**src/hw/rtl/mscp_pkg.sv**
```systemverilog
// ----------------------------------------------------------------------------
// mscp_pkg
// Shared types and constants of the motor and steering command line parser.
// ----------------------------------------------------------------------------
package mscp_pkg;

    localparam int LINE_BYTES_DEF = 64;

    localparam int QUEUE_DEPTH = 2;
    localparam int QPTR_W      = $clog2(QUEUE_DEPTH);
    localparam int QCNT_W      = $clog2(QUEUE_DEPTH + 1);

    localparam int CFG_W     = 16;
    localparam int CFG_IDX_W = 2;
    localparam int MAG_W     = 16;
    localparam int VAL_W     = MAG_W + 1;
    localparam int S_DATA_W  = 8;
    localparam int M_DATA_W  = 40;

    localparam logic [CFG_IDX_W-1:0] CFG_MOTOR_LOW  = 2'd0;
    localparam logic [CFG_IDX_W-1:0] CFG_MOTOR_HIGH = 2'd1;
    localparam logic [CFG_IDX_W-1:0] CFG_STEER_LOW  = 2'd2;
    localparam logic [CFG_IDX_W-1:0] CFG_STEER_HIGH = 2'd3;

    localparam logic [7:0] CH_NUL   = 8'h00;
    localparam logic [7:0] CH_TAB   = 8'h09;
    localparam logic [7:0] CH_NL    = 8'h0A;
    localparam logic [7:0] CH_VT    = 8'h0B;
    localparam logic [7:0] CH_FF    = 8'h0C;
    localparam logic [7:0] CH_CR    = 8'h0D;
    localparam logic [7:0] CH_SPACE = 8'h20;
    localparam logic [7:0] CH_PLUS  = 8'h2B;
    localparam logic [7:0] CH_MINUS = 8'h2D;
    localparam logic [7:0] CH_ZERO  = 8'h30;
    localparam logic [7:0] CH_NINE  = 8'h39;
    localparam logic [7:0] CH_M     = 8'h4D;
    localparam logic [7:0] CH_S     = 8'h53;

    localparam logic [MAG_W-1:0] MAG_MAX = 16'hFFFF;

    typedef enum logic [2:0] {
        OP_PARSE,
        OP_TEXT_END,
        OP_CLEAR,
        OP_LINE,
        OP_LINE_QUIET
    } op_t;

    typedef enum logic [2:0] {
        CL_SPACE,
        CL_WS,
        CL_PLUS,
        CL_MINUS,
        CL_DIGIT,
        CL_KEY_M,
        CL_KEY_S,
        CL_OTHER
    } cls_t;

    typedef struct packed {
        op_t        op;
        cls_t       cls;
        logic [3:0] digit;
    } item_t;

    typedef enum logic [1:0] {
        ST_OK,
        ST_MISSING,
        ST_MOTOR_RANGE,
        ST_STEER_RANGE
    } status_t;

    typedef struct packed {
        logic signed [CFG_W-1:0] motor_low;
        logic signed [CFG_W-1:0] motor_high;
        logic signed [CFG_W-1:0] steer_low;
        logic signed [CFG_W-1:0] steer_high;
    } cfg_t;

    localparam cfg_t CFG_RESET = '{
        motor_low:  16'sd1000,
        motor_high: 16'sd2000,
        steer_low:  16'sd1000,
        steer_high: 16'sd2000
    };

endpackage

```
**src/hw/rtl/mscp_front.sv**
```systemverilog
// ----------------------------------------------------------------------------
// mscp_front
// Byte intake: tracks line length and end of text, classifies each byte and
// pushes a parse, text-end, line or clear operation into the queue.
// ----------------------------------------------------------------------------
module mscp_front
    import mscp_pkg::*;
#(
    parameter int LINE_BYTES = LINE_BYTES_DEF
) (
    input  logic         aclk,
    input  logic         aresetn,
    input  logic         in_valid,
    input  logic [7:0]   in_byte,
    output logic         in_ready,
    input  logic         q_full,
    output logic         push_valid,
    output item_t        push_item
);

    localparam int LEN_W = $clog2(LINE_BYTES);
    localparam logic [LEN_W-1:0] LEN_LAST = LEN_W'(LINE_BYTES - 1);

    logic [LEN_W-1:0] len_reg, len_next;
    logic             ended_reg, ended_next;
    logic             accept;
    cls_t             cls;

    assign in_ready = !q_full;
    assign accept   = in_valid && !q_full;

    always_comb begin
        priority if (in_byte == CH_SPACE) begin
            cls = CL_SPACE;
        end else if (in_byte == CH_TAB || in_byte == CH_VT || in_byte == CH_FF) begin
            cls = CL_WS;
        end else if (in_byte == CH_PLUS) begin
            cls = CL_PLUS;
        end else if (in_byte == CH_MINUS) begin
            cls = CL_MINUS;
        end else if (in_byte >= CH_ZERO && in_byte <= CH_NINE) begin
            cls = CL_DIGIT;
        end else if (in_byte == CH_M) begin
            cls = CL_KEY_M;
        end else if (in_byte == CH_S) begin
            cls = CL_KEY_S;
        end else begin
            cls = CL_OTHER;
        end
    end

    always_comb begin
        len_next        = len_reg;
        ended_next      = ended_reg;
        push_valid      = 1'b0;
        push_item.op    = OP_PARSE;
        push_item.cls   = cls;
        push_item.digit = in_byte[3:0];
        if (accept) begin
            priority if (in_byte == CH_NL) begin
                push_valid   = 1'b1;
                push_item.op = ended_reg ? OP_LINE_QUIET : OP_LINE;
                len_next     = '0;
                ended_next   = 1'b0;
            end else if (in_byte == CH_CR) begin
                // carriage return is dropped
            end else if (len_reg == LEN_LAST) begin
                push_valid   = 1'b1;
                push_item.op = OP_CLEAR;
                len_next     = '0;
                ended_next   = 1'b0;
            end else begin
                len_next = len_reg + 1'b1;
                if (!ended_reg) begin
                    push_valid = 1'b1;
                    if (in_byte == CH_NUL) begin
                        push_item.op = OP_TEXT_END;
                        ended_next   = 1'b1;
                    end
                end
            end
        end
    end

    always_ff @(posedge aclk) begin
        if (!aresetn) begin
            len_reg   <= '0;
            ended_reg <= 1'b0;
        end else begin
            len_reg   <= len_next;
            ended_reg <= ended_next;
        end
    end

endmodule

```
**src/hw/rtl/mscp_queue.sv**
```systemverilog
// ----------------------------------------------------------------------------
// mscp_queue
// Short first-in first-out queue of parse operations between intake and
// parser.
// ----------------------------------------------------------------------------
module mscp_queue
    import mscp_pkg::*;
(
    input  logic              aclk,
    input  logic              aresetn,
    input  logic              push,
    input  item_t             push_item,
    output logic              full,
    input  logic              pop,
    output logic              head_valid,
    output item_t             head_item,
    output logic [QCNT_W-1:0] count
);

    item_t             mem [QUEUE_DEPTH];
    logic [QPTR_W-1:0] wr_ptr_reg, rd_ptr_reg;
    logic [QCNT_W-1:0] count_reg, count_next;
    logic              do_push, do_pop;

    assign full       = (count_reg == QCNT_W'(QUEUE_DEPTH));
    assign head_valid = (count_reg != '0);
    assign head_item  = mem[rd_ptr_reg];
    assign count      = count_reg;
    assign do_push    = push && !full;
    assign do_pop     = pop && head_valid;

    always_comb begin
        count_next = count_reg;
        if (do_push && !do_pop) begin
            count_next = count_reg + 1'b1;
        end else if (do_pop && !do_push) begin
            count_next = count_reg - 1'b1;
        end
    end

    always_ff @(posedge aclk) begin
        if (do_push) begin
            mem[wr_ptr_reg] <= push_item;
        end
    end

    always_ff @(posedge aclk) begin
        if (!aresetn) begin
            wr_ptr_reg <= '0;
            rd_ptr_reg <= '0;
            count_reg  <= '0;
        end else begin
            count_reg <= count_next;
            if (do_push) begin
                wr_ptr_reg <= wr_ptr_reg + 1'b1;
            end
            if (do_pop) begin
                rd_ptr_reg <= rd_ptr_reg + 1'b1;
            end
        end
    end

endmodule

```
**src/hw/rtl/mscp_back.sv**
```systemverilog
// ----------------------------------------------------------------------------
// mscp_back
// Token and number parser: carries out queued operations, keeps the found
// values and issues one result per line into the output register.
// ----------------------------------------------------------------------------
module mscp_back
    import mscp_pkg::*;
(
    input  logic                    aclk,
    input  logic                    aresetn,
    input  cfg_t                    cfg,
    input  logic                    head_valid,
    input  item_t                   head_item,
    output logic                    pop,
    output logic                    out_valid,
    input  logic                    out_ready,
    output status_t                 out_status,
    output logic signed [CFG_W-1:0] out_motor,
    output logic signed [CFG_W-1:0] out_steer
);

    typedef enum logic [2:0] {
        TP_KEYWAIT,
        TP_INKEY,
        TP_MWAIT,
        TP_SWAIT,
        TP_INMVAL,
        TP_INSVAL
    } tp_t;

    typedef enum logic [1:0] {
        NP_SKIP,
        NP_SIGN,
        NP_DIGITS,
        NP_DONE
    } np_t;

    typedef enum logic [1:0] {
        KEY_M,
        KEY_S,
        KEY_OTHER
    } key_t;

    tp_t                     tp_reg, tp_next;
    key_t                    key_reg, key_next;
    logic                    key_long_reg, key_long_next;
    np_t                     np_reg, np_next;
    logic                    neg_reg, neg_next;
    logic [MAG_W-1:0]        mag_reg, mag_next;
    logic                    mfound_reg, mfound_next;
    logic                    sfound_reg, sfound_next;
    logic signed [VAL_W-1:0] mval_reg, mval_next;
    logic signed [VAL_W-1:0] sval_reg, sval_next;
    logic                    ovalid_reg, ovalid_next;
    status_t                 ostatus_reg, ostatus_next;
    logic signed [CFG_W-1:0] omotor_reg, omotor_next;
    logic signed [CFG_W-1:0] osteer_reg, osteer_next;

    // end of token
    tp_t                     et_tp;
    logic signed [VAL_W-1:0] et_mval, et_sval;
    logic signed [VAL_W-1:0] cur_val;

    // number digit step
    np_t                     nb_ph_in, nb_ph;
    logic                    nb_neg_in, nb_neg;
    logic [MAG_W-1:0]        nb_mag_in, nb_mag;
    logic [MAG_W+3:0]        mag_x10;
    logic                    is_digit;

    logic                    is_line, out_free;
    logic signed [VAL_W-1:0] line_mval, line_sval;
    logic signed [VAL_W-1:0] m_lo, m_hi, s_lo, s_hi;
    status_t                 line_status;

    assign out_free = !ovalid_reg || out_ready;
    assign is_line  = (head_item.op == OP_LINE) || (head_item.op == OP_LINE_QUIET);
    assign pop      = head_valid && (!is_line || out_free);

    assign cur_val = neg_reg ? -$signed({1'b0, mag_reg}) : $signed({1'b0, mag_reg});

    always_comb begin
        et_tp   = tp_reg;
        et_mval = mval_reg;
        et_sval = sval_reg;
        unique case (tp_reg)
            TP_INKEY: begin
                if (!key_long_reg && key_reg == KEY_M) begin
                    et_tp = TP_MWAIT;
                end else if (!key_long_reg && key_reg == KEY_S) begin
                    et_tp = TP_SWAIT;
                end else begin
                    et_tp = TP_KEYWAIT;
                end
            end
            TP_INMVAL: begin
                et_mval = cur_val;
                et_tp   = TP_KEYWAIT;
            end
            TP_INSVAL: begin
                et_sval = cur_val;
                et_tp   = TP_KEYWAIT;
            end
            default: begin
            end
        endcase
    end

    always_comb begin
        if (tp_reg == TP_MWAIT || tp_reg == TP_SWAIT) begin
            nb_ph_in  = NP_SKIP;
            nb_neg_in = 1'b0;
            nb_mag_in = '0;
        end else begin
            nb_ph_in  = np_reg;
            nb_neg_in = neg_reg;
            nb_mag_in = mag_reg;
        end
        is_digit = (head_item.cls == CL_DIGIT);
        mag_x10  = ({4'b0, nb_mag_in} << 3) + ({4'b0, nb_mag_in} << 1)
                 + {{MAG_W{1'b0}}, head_item.digit};
        nb_ph    = nb_ph_in;
        nb_neg   = nb_neg_in;
        nb_mag   = nb_mag_in;
        unique case (nb_ph_in)
            NP_SKIP: begin
                priority if (head_item.cls == CL_WS) begin
                    nb_ph = NP_SKIP;
                end else if (head_item.cls == CL_PLUS || head_item.cls == CL_MINUS) begin
                    nb_neg = (head_item.cls == CL_MINUS);
                    nb_ph  = NP_SIGN;
                end else if (is_digit) begin
                    nb_mag = {{(MAG_W-4){1'b0}}, head_item.digit};
                    nb_ph  = NP_DIGITS;
                end else begin
                    nb_ph = NP_DONE;
                end
            end
            NP_SIGN: begin
                if (is_digit) begin
                    nb_mag = {{(MAG_W-4){1'b0}}, head_item.digit};
                    nb_ph  = NP_DIGITS;
                end else begin
                    nb_ph = NP_DONE;
                end
            end
            NP_DIGITS: begin
                if (is_digit) begin
                    nb_mag = (mag_x10 > {4'b0, MAG_MAX}) ? MAG_MAX : mag_x10[MAG_W-1:0];
                end else begin
                    nb_ph = NP_DONE;
                end
            end
            NP_DONE: begin
                nb_ph = NP_DONE;
            end
        endcase
    end

    // range check at end of line
    always_comb begin
        line_mval = (head_item.op == OP_LINE) ? et_mval : mval_reg;
        line_sval = (head_item.op == OP_LINE) ? et_sval : sval_reg;
        m_lo = $signed({cfg.motor_low[CFG_W-1], cfg.motor_low});
        m_hi = $signed({cfg.motor_high[CFG_W-1], cfg.motor_high});
        s_lo = $signed({cfg.steer_low[CFG_W-1], cfg.steer_low});
        s_hi = $signed({cfg.steer_high[CFG_W-1], cfg.steer_high});
        priority if (!(mfound_reg && sfound_reg)) begin
            line_status = ST_MISSING;
        end else if (line_mval < m_lo || line_mval > m_hi) begin
            line_status = ST_MOTOR_RANGE;
        end else if (line_sval < s_lo || line_sval > s_hi) begin
            line_status = ST_STEER_RANGE;
        end else begin
            line_status = ST_OK;
        end
    end

    always_comb begin
        tp_next       = tp_reg;
        key_next      = key_reg;
        key_long_next = key_long_reg;
        np_next       = np_reg;
        neg_next      = neg_reg;
        mag_next      = mag_reg;
        mfound_next   = mfound_reg;
        sfound_next   = sfound_reg;
        mval_next     = mval_reg;
        sval_next     = sval_reg;
        ovalid_next   = ovalid_reg && !out_ready;
        ostatus_next  = ostatus_reg;
        omotor_next   = omotor_reg;
        osteer_next   = osteer_reg;

        if (pop) begin
            unique case (head_item.op)
                OP_PARSE: begin
                    if (head_item.cls == CL_SPACE) begin
                        tp_next   = et_tp;
                        mval_next = et_mval;
                        sval_next = et_sval;
                    end else begin
                        unique case (tp_reg)
                            TP_KEYWAIT: begin
                                tp_next       = TP_INKEY;
                                key_long_next = 1'b0;
                                if (head_item.cls == CL_KEY_M) begin
                                    key_next = KEY_M;
                                end else if (head_item.cls == CL_KEY_S) begin
                                    key_next = KEY_S;
                                end else begin
                                    key_next = KEY_OTHER;
                                end
                            end
                            TP_INKEY: begin
                                key_long_next = 1'b1;
                            end
                            TP_MWAIT: begin
                                mfound_next = 1'b1;
                                tp_next     = TP_INMVAL;
                                np_next     = nb_ph;
                                neg_next    = nb_neg;
                                mag_next    = nb_mag;
                            end
                            TP_SWAIT: begin
                                sfound_next = 1'b1;
                                tp_next     = TP_INSVAL;
                                np_next     = nb_ph;
                                neg_next    = nb_neg;
                                mag_next    = nb_mag;
                            end
                            default: begin
                                np_next  = nb_ph;
                                neg_next = nb_neg;
                                mag_next = nb_mag;
                            end
                        endcase
                    end
                end
                OP_TEXT_END: begin
                    tp_next   = et_tp;
                    mval_next = et_mval;
                    sval_next = et_sval;
                end
                default: begin
                    // clear on overflow and after every line
                    tp_next       = TP_KEYWAIT;
                    key_next      = KEY_OTHER;
                    key_long_next = 1'b0;
                    np_next       = NP_SKIP;
                    neg_next      = 1'b0;
                    mag_next      = '0;
                    mfound_next   = 1'b0;
                    sfound_next   = 1'b0;
                    mval_next     = '0;
                    sval_next     = '0;
                    if (is_line) begin
                        ovalid_next  = 1'b1;
                        ostatus_next = line_status;
                        omotor_next  = (line_status == ST_OK) ? line_mval[CFG_W-1:0] : '0;
                        osteer_next  = (line_status == ST_OK) ? line_sval[CFG_W-1:0] : '0;
                    end
                end
            endcase
        end
    end

    always_ff @(posedge aclk) begin
        if (!aresetn) begin
            tp_reg       <= TP_KEYWAIT;
            key_reg      <= KEY_OTHER;
            key_long_reg <= 1'b0;
            np_reg       <= NP_SKIP;
            neg_reg      <= 1'b0;
            mag_reg      <= '0;
            mfound_reg   <= 1'b0;
            sfound_reg   <= 1'b0;
            mval_reg     <= '0;
            sval_reg     <= '0;
            ovalid_reg   <= 1'b0;
        end else begin
            tp_reg       <= tp_next;
            key_reg      <= key_next;
            key_long_reg <= key_long_next;
            np_reg       <= np_next;
            neg_reg      <= neg_next;
            mag_reg      <= mag_next;
            mfound_reg   <= mfound_next;
            sfound_reg   <= sfound_next;
            mval_reg     <= mval_next;
            sval_reg     <= sval_next;
            ovalid_reg   <= ovalid_next;
        end
    end

    always_ff @(posedge aclk) begin
        ostatus_reg <= ostatus_next;
        omotor_reg  <= omotor_next;
        osteer_reg  <= osteer_next;
    end

    assign out_valid  = ovalid_reg;
    assign out_status = ostatus_reg;
    assign out_motor  = omotor_reg;
    assign out_steer  = osteer_reg;

endmodule

```
**src/hw/rtl/motor_steer_command_line_parser.sv**
```systemverilog
// ----------------------------------------------------------------------------
// motor_steer_command_line_parser
// Parses text lines of "M <value> S <value>" style commands from a byte
// stream, checks both values against configurable limits and reports one
// result per newline.
//
//   channel   direction  tdata fields (lowest bit up)
//   s_        in         rx_byte[7:0]
//   m_        out        status[1:0], motor[17:2], steer[33:18], zero pad
//   cfg_      in         write enable, register index, 16-bit data
//
// One byte per cycle is taken while the queue has room; the parser retires
// one queued operation per cycle, so the sustained rate is one byte a cycle.
// With the queue empty, a newline's result is registered first in the queue
// entry and then in the output register before it shows on m_. Only a
// newline waiting on a full, stalled output register holds the parser; the
// two-entry queue then fills and s_tready falls. Reset is synchronous, clears
// the line state and queue and sets the limits to their reset values.
// ----------------------------------------------------------------------------
module motor_steer_command_line_parser
    import mscp_pkg::*;
#(
    parameter int LINE_BYTES = LINE_BYTES_DEF
) (
    input  logic                 aclk,
    input  logic                 aresetn,
    input  logic                 s_tvalid,
    output logic                 s_tready,
    input  logic [S_DATA_W-1:0]  s_tdata,   // rx_byte
    output logic                 m_tvalid,
    input  logic                 m_tready,
    output logic [M_DATA_W-1:0]  m_tdata,   // status, motor, steer
    input  logic                 cfg_wr_en,
    input  logic [CFG_IDX_W-1:0] cfg_index,
    input  logic [CFG_W-1:0]     cfg_wr_data
);

    cfg_t                    cfg_reg;
    logic                    push_valid, q_full, pop, head_valid;
    item_t                   push_item, head_item;
    logic [QCNT_W-1:0]       q_count;
    status_t                 out_status;
    logic signed [CFG_W-1:0] out_motor, out_steer;

    always_ff @(posedge aclk) begin
        if (!aresetn) begin
            cfg_reg <= CFG_RESET;
        end else if (cfg_wr_en) begin
            unique case (cfg_index)
                CFG_MOTOR_LOW:  cfg_reg.motor_low  <= cfg_wr_data;
                CFG_MOTOR_HIGH: cfg_reg.motor_high <= cfg_wr_data;
                CFG_STEER_LOW:  cfg_reg.steer_low  <= cfg_wr_data;
                CFG_STEER_HIGH: cfg_reg.steer_high <= cfg_wr_data;
            endcase
        end
    end

    mscp_front #(
        .LINE_BYTES(LINE_BYTES)
    ) u_front (
        .aclk      (aclk),
        .aresetn   (aresetn),
        .in_valid  (s_tvalid),
        .in_byte   (s_tdata),
        .in_ready  (s_tready),
        .q_full    (q_full),
        .push_valid(push_valid),
        .push_item (push_item)
    );

    mscp_queue u_queue (
        .aclk      (aclk),
        .aresetn   (aresetn),
        .push      (push_valid),
        .push_item (push_item),
        .full      (q_full),
        .pop       (pop),
        .head_valid(head_valid),
        .head_item (head_item),
        .count     (q_count)
    );

    mscp_back u_back (
        .aclk      (aclk),
        .aresetn   (aresetn),
        .cfg       (cfg_reg),
        .head_valid(head_valid),
        .head_item (head_item),
        .pop       (pop),
        .out_valid (m_tvalid),
        .out_ready (m_tready),
        .out_status(out_status),
        .out_motor (out_motor),
        .out_steer (out_steer)
    );

    assign m_tdata = {6'b0, out_steer, out_motor, out_status};

    a_queue_bound: assert property (@(posedge aclk) disable iff (!aresetn)
        q_count <= QCNT_W'(QUEUE_DEPTH))
        else $error("queue fill above depth");

    a_reject_zero: assert property (@(posedge aclk) disable iff (!aresetn)
        m_tvalid && out_status != ST_OK |-> out_motor == '0 && out_steer == '0)
        else $error("rejected transaction carries values");

    a_accept_range: assert property (@(posedge aclk) disable iff (!aresetn)
        m_tvalid && out_status == ST_OK |->
            out_motor >= cfg_reg.motor_low && out_motor <= cfg_reg.motor_high &&
            out_steer >= cfg_reg.steer_low && out_steer <= cfg_reg.steer_high)
        else $error("accepted transaction outside limits");

    a_line_stall: assert property (@(posedge aclk) disable iff (!aresetn)
        head_valid && m_tvalid && !m_tready &&
        (head_item.op == OP_LINE || head_item.op == OP_LINE_QUIET) |-> !pop)
        else $error("result overwritten while stalled");

endmodule
```
**config.mk**
```make
export PLATFORM = sky130hd
export DESIGN_NAME = motor_steer_command_line_parser
export DESIGN_NICKNAME = d
export VERILOG_FILES = /design/src/hw/rtl/mscp_pkg.sv /design/src/hw/rtl/mscp_front.sv /design/src/hw/rtl/mscp_queue.sv /design/src/hw/rtl/mscp_back.sv /design/src/hw/rtl/motor_steer_command_line_parser.sv
export SDC_FILE = /design/constraint.sdc
export NUM_CORES = 1
export LEC_CHECK = 0
export BUFFER_PORTS_ARGS = -buffer_cell sky130_fd_sc_hd__buf_2
export CORE_UTILIZATION = 30
export CTS_CLUSTER_SIZE = 30
export DETAILED_ROUTE_END_ITERATION = 10
export GPL_ROUTABILITY_DRIVEN = 1
export PLACE_DENSITY = 0.46
export SLEW_MARGIN = 25
export SYNTH_ARGS = -nofsm -noshare
export SYNTH_HDL_FRONTEND = slang
export SYNTH_SLANG_ARGS = --single-unit
export TNS_END_PERCENT = 1
```
**constraint.sdc**
```tcl
create_clock -name aclk -period 11.4 [get_ports aclk]
set_input_delay 2.28 -clock aclk [delete_from_list [all_inputs] [get_ports aclk]]
set_output_delay 2.28 -clock aclk [all_outputs]
set_load 0.05 [all_outputs]
```
==> metrics.md, run 1 <==
| Metric | Value |
|---|---|
| Status | `finished clean` |
| H-tree depth | `4` |
| Setup Skew | `13.2 ps` |
| Initial antenna violation count | `1` |
| Setup CP Type | `reg2reg` |
| Clock root buffer | `clkbuf_16` |
| Post-synth top area share | `around a quarter` |
| CP max-delay cell | `dfxtp_1` |
| Top post-synthesis cells by area | `dfxtp_1 23%, edfxtp_1 14%, ha_1 11%, nand2_1 5.9%, a21oi_1 3.0%` |
| Hold Slack | `about 470 ps` |
| Final WL | `roughly 34000 um` |
| Synthesized area | `approximately 12000 um2` |
| Io pins | `73` |
| Hold Crit Class | `reg2reg` |
| Sequential share of power | `a little over two fifths` |
| Initial Util | `30.5%` |
| Die W | `200 um` |
| Peak supply drop | `around 0.1 mV` |
| Vert. Die Dim | `approximately 200 um` |
| CTS resizes | `0` |
| Max-cap violation count | `0` |
| FFs w/ async S/R, synth | `0%` |
| Final min period | `5500 ps` |
| DR vias | `~9600` |
| Pre-antenna DRT Iters | `5` |
| Netlist cell types | `76` |
| CP startpoint kind | `register` |
| Grt total ovfl | `0` |
| Cell Pwr Density | `144 nW/um2` |
| Setup violators final | `0` |
| Max-slew headroom | `32.3%` |
| Num CTS Buffers | `17` |
| Unrepaired setup endpoints after global routing | `no` |
| DRT iter0 DRCs | `between 600 and 700` |
| Arr. time, crit path | `5830 ps` |
| Port-buffer cells | `66` |
| Critical path endpoint category | `register` |
| Hold Path Stages | `2` |
| Synth Instances | `approximately 1400` |
| Clk Latency, worst-skew pair | `roughly 460 ps` |
| FILL cells | `4013` |
| Seq cells post-synth | `between 150 and 200` |
| Worst-path fanout max | `19` |
| DRC viols | `0` |
| Synth cell count leaders | `186 x nand2_1, 138 x dfxtp_1, 100 x ha_1, 78 x inv_1, 76 x nor2_1` |
| Leakage | `about 5.2 nW` |
| Top-count cell post-synth | `nand2_1` |
| Psw | `roughly 670 uW` |
| First-pass GRT wire length | `53200 um` |
| CP Cell Sequence | `nand4b_1, nand2_1, nand2_1, o21ai_1, ha_1, a21o_1, a211o_1, a2111oi_0, o211ai_1, a211o_1, nor3_2, buf_4, and2_1` |
| CTS tree | `yes` |
| Die area | `40100 um2` |
| R2R cell count | `13` |
| Clock share of power | `a little over 30%` |
| Gr usage total | `between 10% and 20%` |
| Crit share post-route | `approximately half` |
| Reg2Reg Setup Slack | `roughly 6000 ps` |
| Slew @ Worst Pin | `~1000 ps` |
| Worst Path Required | `roughly 12000 ps` |
| Logic pwr share | `between 20% and 30%` |
| Nets | `approximately 1500` |
| Seq/Total Area, Yosys | `37.2%` |
| Core Footprint | `between 30000 and 40000 um2` |
| FP Rows | `72` |
| Syn. warnings | `0` |
| DR WL/cell | `about 18 um` |
| Fin. Hold Viols | `0` |
| Yosys top cell by area | `dfxtp_1` |
| RePlAce Congestion | `roughly 0.8` |
| Final Non-Filler Cells | `roughly 1900` |
| Sw Share | `between 30% and 40%` |
| Max FFs per register | `between 60 and 70` |
| Vias per cell | `about 5.0` |
| Hold Startpoint | `cfg_reg[29]$_SDFFE_PN0P_` |
| Vias in the first global route | `between 9000 and 10000` |
| Total Negative Setup Slacks | `0 ps` |
| Post-route ant nets | `0` |
| Clk slew on worst S/H paths | `about 80 ps` |
| Buf+Inv Stages, Crit Path | `1` |
| Max stage delay on crit path | `800 ps` |
| Layout Area Growth over Synthesis | `11.1%` |
| Post-synth top flop | `dfxtp_1` |
| Pint | `between 1 and 1.5 mW` |
| Pins over their slew limit | `0` |
| Post-CTS Hold Buffers | `0` |
| EDFF count, synth | `54` |
| Synthesized area per cell | `8.69 um2` |
| DP Wirelength | `roughly 25000 um` |
| Layout cells sized above 1 | `around 10%` |
| Hold EP | `cfg_reg[29]$_SDFFE_PN0P_` |
| Placed Cells | `about 1900` |
| Clock tree buffer depth | `2` |
| Crit path max-delay family | `simple AND/OR/NAND/NOR gates` |
| Fmax | `approximately 180 MHz` |
| Post-CTS setup buffer count | `0` |
| R2r endpoint | `u_back.out_steer[8]$_SDFFCE_PP0P_` |
| Largest net degree at the start of global routing | `a little over 100` |
| Sink Count | `around 190` |
==> area by class of cell <==
| cell class | instances | area [um2] | share of cell area [%] |
|---|---|---|---|
| repair buffers | 73 | 393 | 3.00 |
| well taps | 518 | 648 | 4.95 |
| clock buffers | 23 | 500 | 3.82 |
| clock inverters | 9 | 57.6 | 0.440 |
| multi-input cells | 1013 | 6810 | 52.0 |
| flip-flops and latches | 192 | 4380 | 33.5 |
| inverters | 78 | 293 | 2.24 |
| diodes | 1 | 2.50 | 0.0191 |
==> per-stage QoR <==
stage / cell area, um2 / util [%] / total power [mW] / worst slack (ps)
floorplan: 11800 / - / 1.18 / 6780
global placement: 12500 / 32.4 / 1.31 / 6010
detailed placement: 12500 / 32.4 / 1.32 / 5860
CTS: 13100 / 33.8 / 1.91 / 5810
global route: 13100 / 33.9 / 1.99 / 5240
finish: 13100 / 33.9 / 1.89 / 5900
==> power groups by stage <==
stage	logic (mW)	clock network, mW	registers [mW]
2_1_floorplan	0.298	0	0.885
3_3_place_gp	0.492	0	0.822
3_5_place_dp	0.495	0	0.822
4_1_cts	0.496	0.609	0.807
5_1_grt	0.542	0.634	0.813
6_report	0.494	0.589	0.805
==> how the worst max path moves through the flow <==
| stage | from | end | slack (ps) | cells after the start |
|---|---|---|---|---|
| floorplan | m_tready | u_back.out_motor[0]$_SDFFCE_PP0P_ | 6780 | 4 |
| global placement | register | u_back.out_steer[11]$_SDFFCE_PP0P_ | 6010 | 13 |
| detailed placement | register | u_back.out_steer[8]$_SDFFCE_PP0P_ | 5860 | 13 |
| CTS | register | u_back.out_motor[15]$_SDFFCE_PP0P_ | 5810 | 13 |
| global route | register | u_back.out_steer[2]$_SDFFCE_PP0P_ | 5240 | 13 |
| finish | register | u_back.out_steer[8]$_SDFFCE_PP0P_ | 5900 | 13 |
==> tightest hold or removal path, stage by stage, from the launching register on <==
cell and delay, ps:
dfxtp_1 310, nand2_1 50, a21boi_0 60
==> placed cells by master, fill, tap and decap left out, types with 12 or more instances in the layout <==
master     netlist  routed
nor3_1          20      20
mux2_2          15      15
xor2_1          21      21
and2_1          47      47
a21oi_1         70      70
nand4_1         17      17
nand2_1        186     186
a22oi_1         33      33
buf_2           10      65
nor2b_1         43      43
o21ai_0         59      58
o211ai_1        31      31
xnor2_1         23      23
edfxtp_1        54      54
nand2b_1        12      12
clkbuf_16        0      19
nor2_1          76      75
dfxtp_1        138     138
nand3_1         19      19
inv_1           78      78
a21o_1          27      27
a21boi_0        46      46
ha_1           100     100
==> routing by layer <==
metal / up-vias / part of all wire [%] / global-route usage (%)
met3: 31 / 3.3 / 2.55
li1: 4853 / - / -
met1: 4538 / 48 / 23.0
met4: 0 / 1.9 / 5.47
met2: 188 / 46 / 27.6
met5: - / 0 / 0
==> cell families (layout without fill, tap and decap cells) <==
logic type               Yosys count  in the layout  share of synthesized area (%)
adder cells (fa/ha/maj)          102            102                           10.9
buffers and inverters            156            183                           5.33
multiplexers                      25             25                           2.28
other                              1              7                         0.0318
AND/OR/NAND/NOR                  488            488                           21.0
flip-flops                       192            192                           37.2
XOR/XNOR                          44             44                           3.27
AO/OA/AOI/OAI                    348            348                           20.0
(Power assumes the default switching activity.)
==> run 2, diff against run 1 <==
- PLACE_DENSITY: 0.46 -> 0.48
- clock period: 11.4 -> 4.66 ns (I/O delays scaled with it)
==> run 2 against run 1 <==
  * Routed wire length rose by 1.7%
  * First-iteration DRC count is 9.5% higher
  * Highest routed layer unchanged
  * Non-clock buffer count rose by 52
  * Register-to-register slack lost 5800 ps
==> metrics.md, run 2 (synthesized netlist as in run 1, its figures left out) <==
| Metric | Value |
|---|---|
| Status | `finished clean` |
| Gr usage total | `around 17%` |
| Arr. time, crit path | `between 4000 and 5000 ps` |
| Max FFs per register | `64` |
| Vias in the first global route | `slightly below 10000` |
| Die W | `roughly 200 um` |
| Max-cap violation count | `0` |
| CP max-delay cell | `or4_1` |
| Leakage | `between 5 and 6 nW` |
| Io pins | `between 70 and 80` |
| Num CTS Buffers | `17` |
| Max stage delay on crit path | `about 550 ps` |
| Final min period | `between 4000 and 5000 ps` |
| DP Wirelength | `25500 um` |
| Final WL | `34100 um` |
| Commonest cells after routing, fill and taps aside | `186 x nand2_1, 138 x dfxtp_1, 100 x ha_1` |
| Port-buffer cells | `66` |
| Pint | `between 3 and 4 mW` |
| Buf+Inv Stages, Crit Path | `1` |
| First-pass GRT wire length | `54500 um` |
| Unrepaired setup endpoints after global routing | `yes` |
| Peak supply drop | `just under 0.3 mV` |
| Post-DP Area | `~13000 um2` |
| Antenna Cells | `0` |
| Critical path endpoint category | `register` |
| Worst Path Required | `between 4000 and 5000 ps` |
| Clk Latency, worst-skew pair | `around 450 ps` |
| Post-route ant nets | `0` |
| Pwr Total | `around 4.7 mW` |
| DR vias | `between 9000 and 10000` |
| Clock share of power | `31.4%` |
| Psw | `1.68 mW` |
| DRT iter0 DRCs | `693` |
| Vert. Die Dim | `roughly 200 um` |
| Sequential share of power | `between 40% and 50%` |
| Sink Count | `192` |
| Clock tree buffer depth | `2` |
| Setup Skew | `between 10 and 15 ps` |
| DR WL/cell | `around 17 um` |
| CTS tree | `yes` |
| Die area | `between 40000 and 50000 um2` |
| Fin util | `a little over a third` |
| Finished layout cell area | `13600 um2` |
| DRC viols | `0` |
| Max-slew headroom | `a little over a third` |
| Fin. Hold Viols | `0` |
| Sw Share | `between 30% and 40%` |
| Most used cell along the critical path | `a211o_1` |
| Core Footprint | `a little under 40000 um2` |
| Pre-antenna DRT Iters | `5` |
| H-tree depth | `4` |
| Largest net degree at the start of global routing | `between 60 and 70` |
| CP startpoint kind | `register` |
| Layout Area Growth over Synthesis | `15.1%` |
| RePlAce Congestion | `about 0.83` |
| Pins over their slew limit | `0` |
| Layout cells sized above 1 | `between 10% and 20%` |
| Cell Pwr Density | `between 300 and 400 nW/um2` |
| Hold Crit Class | `reg2reg` |
| Initial antenna violation count | `0` |
| Worst-path fanout max | `10` |
| Logic pwr share | `between 20% and 30%` |
| CP Cell Sequence | `or4_1, or4_4, o41ai_4, xor2_2, o21ai_1, ha_1, a21o_1, a211o_1, a2111oi_2, o211ai_1, a211o_1, nor3_4, buf_4, and2_1` |
| Setup violators final | `0` |
| FP Rows | `72` |
| Slew @ Worst Pin | `around 960 ps` |
| Vias per cell | `roughly 5.0` |
| Crit share post-route | `a little over nine tenths` |
| Clock root buffer | `clkbuf_16` |
| Commonest non-fill, non-tap cell in the layout | `nand2_1` |
| Initial Util | `between 30% and 40%` |
| Clk slew on worst S/H paths | `70 ps` |
| Total Negative Setup Slacks | `0 ps` |
| Fmax | `~220 MHz` |
| Nets | `about 1600` |
| Grt total ovfl | `0` |
| Crit path max-delay family | `compound AO/OA/AOI/OAI gates` |
| Setup CP Type | `reg2reg` |
run 2: cell types whose count changed in the layout (fill, tap and decap cells not counted), moves of 2 or more:
cell	previous run	this run
a21oi_2	1	3
inv_6	1	4
clkinvlp_4	4	1
clkbuf_16	19	17
a2111oi_0	3	1
a21oi_1	70	68
buf_4	7	59
run 2: routing by layer:
layer  GRT usage [%]  routed length [um]  vias up
met5               0                   0        -
met4            3.90                 364        0
met3            2.57                1110       29
met2            29.3               16200      170
met1            22.9               16400     4681
li1                -                   -     4959
run 2: final cells by class:
class / count / area [um2]
fillers: 3983 / 25100
multi-input cells: 1013 / 6870
flip-flops and latches: 192 / 4380
repair buffers: 125 / 796
well taps: 518 / 648
clock buffers: 22 / 464
inverters: 78 / 293
clock inverters: 10 / 100
run 2: worst paths after layout:
path	start	end	slack, ps	cells after the start
worst max-delay path	u_back.mag_reg[5]$_SDFFE_PN0P_	u_back.out_steer[15]$_SDFFCE_PP0P_	140	14
worst min-delay path	cfg_reg[1]$_SDFFE_PN0P_	cfg_reg[1]$_SDFFE_PN0P_	470	2
worst max register to register	u_back.mag_reg[5]$_SDFFE_PN0P_	u_back.out_steer[15]$_SDFFCE_PP0P_	140	14
worst min register to register	cfg_reg[1]$_SDFFE_PN0P_	cfg_reg[1]$_SDFFE_PN0P_	470	2
run 2: repair_timing:
action                                  CTS  global route
gates resized for setup                   1            11
hold buffers                              0             0
setup buffers                             0             2
endpoints found under the setup margin   17            34
pin swaps                                 0             3
run 2: power by group through the flow:
stage	Sequential (mW)	Clock, mW	Combinational, mW
global route	1.96	1.58	1.42
detailed placement	1.98	0	1.29
global placement	1.98	0	1.27
floorplan	2.17	0	0.730
CTS	1.94	1.52	1.30
finish	1.94	1.48	1.30
run 2: worst min-delay path: cells and delay by family, from the launching register on:
family	cells	cell delay, ps
simple gates	1	50
compound gates	1	60
flops	1	310
run 2: metrics by stage:
step / setup WS [ps] / hold WS, ps / cells
after floorplan: 372 / 437 / 1361
after global placement: -16.9 / 453 / 1923
after detailed placement: -128 / 459 / 1924
after CTS: 0.211 / 469 / 1956
after global routing: -12.2 / 478 / 1958
final: 137 / 467 / 1958
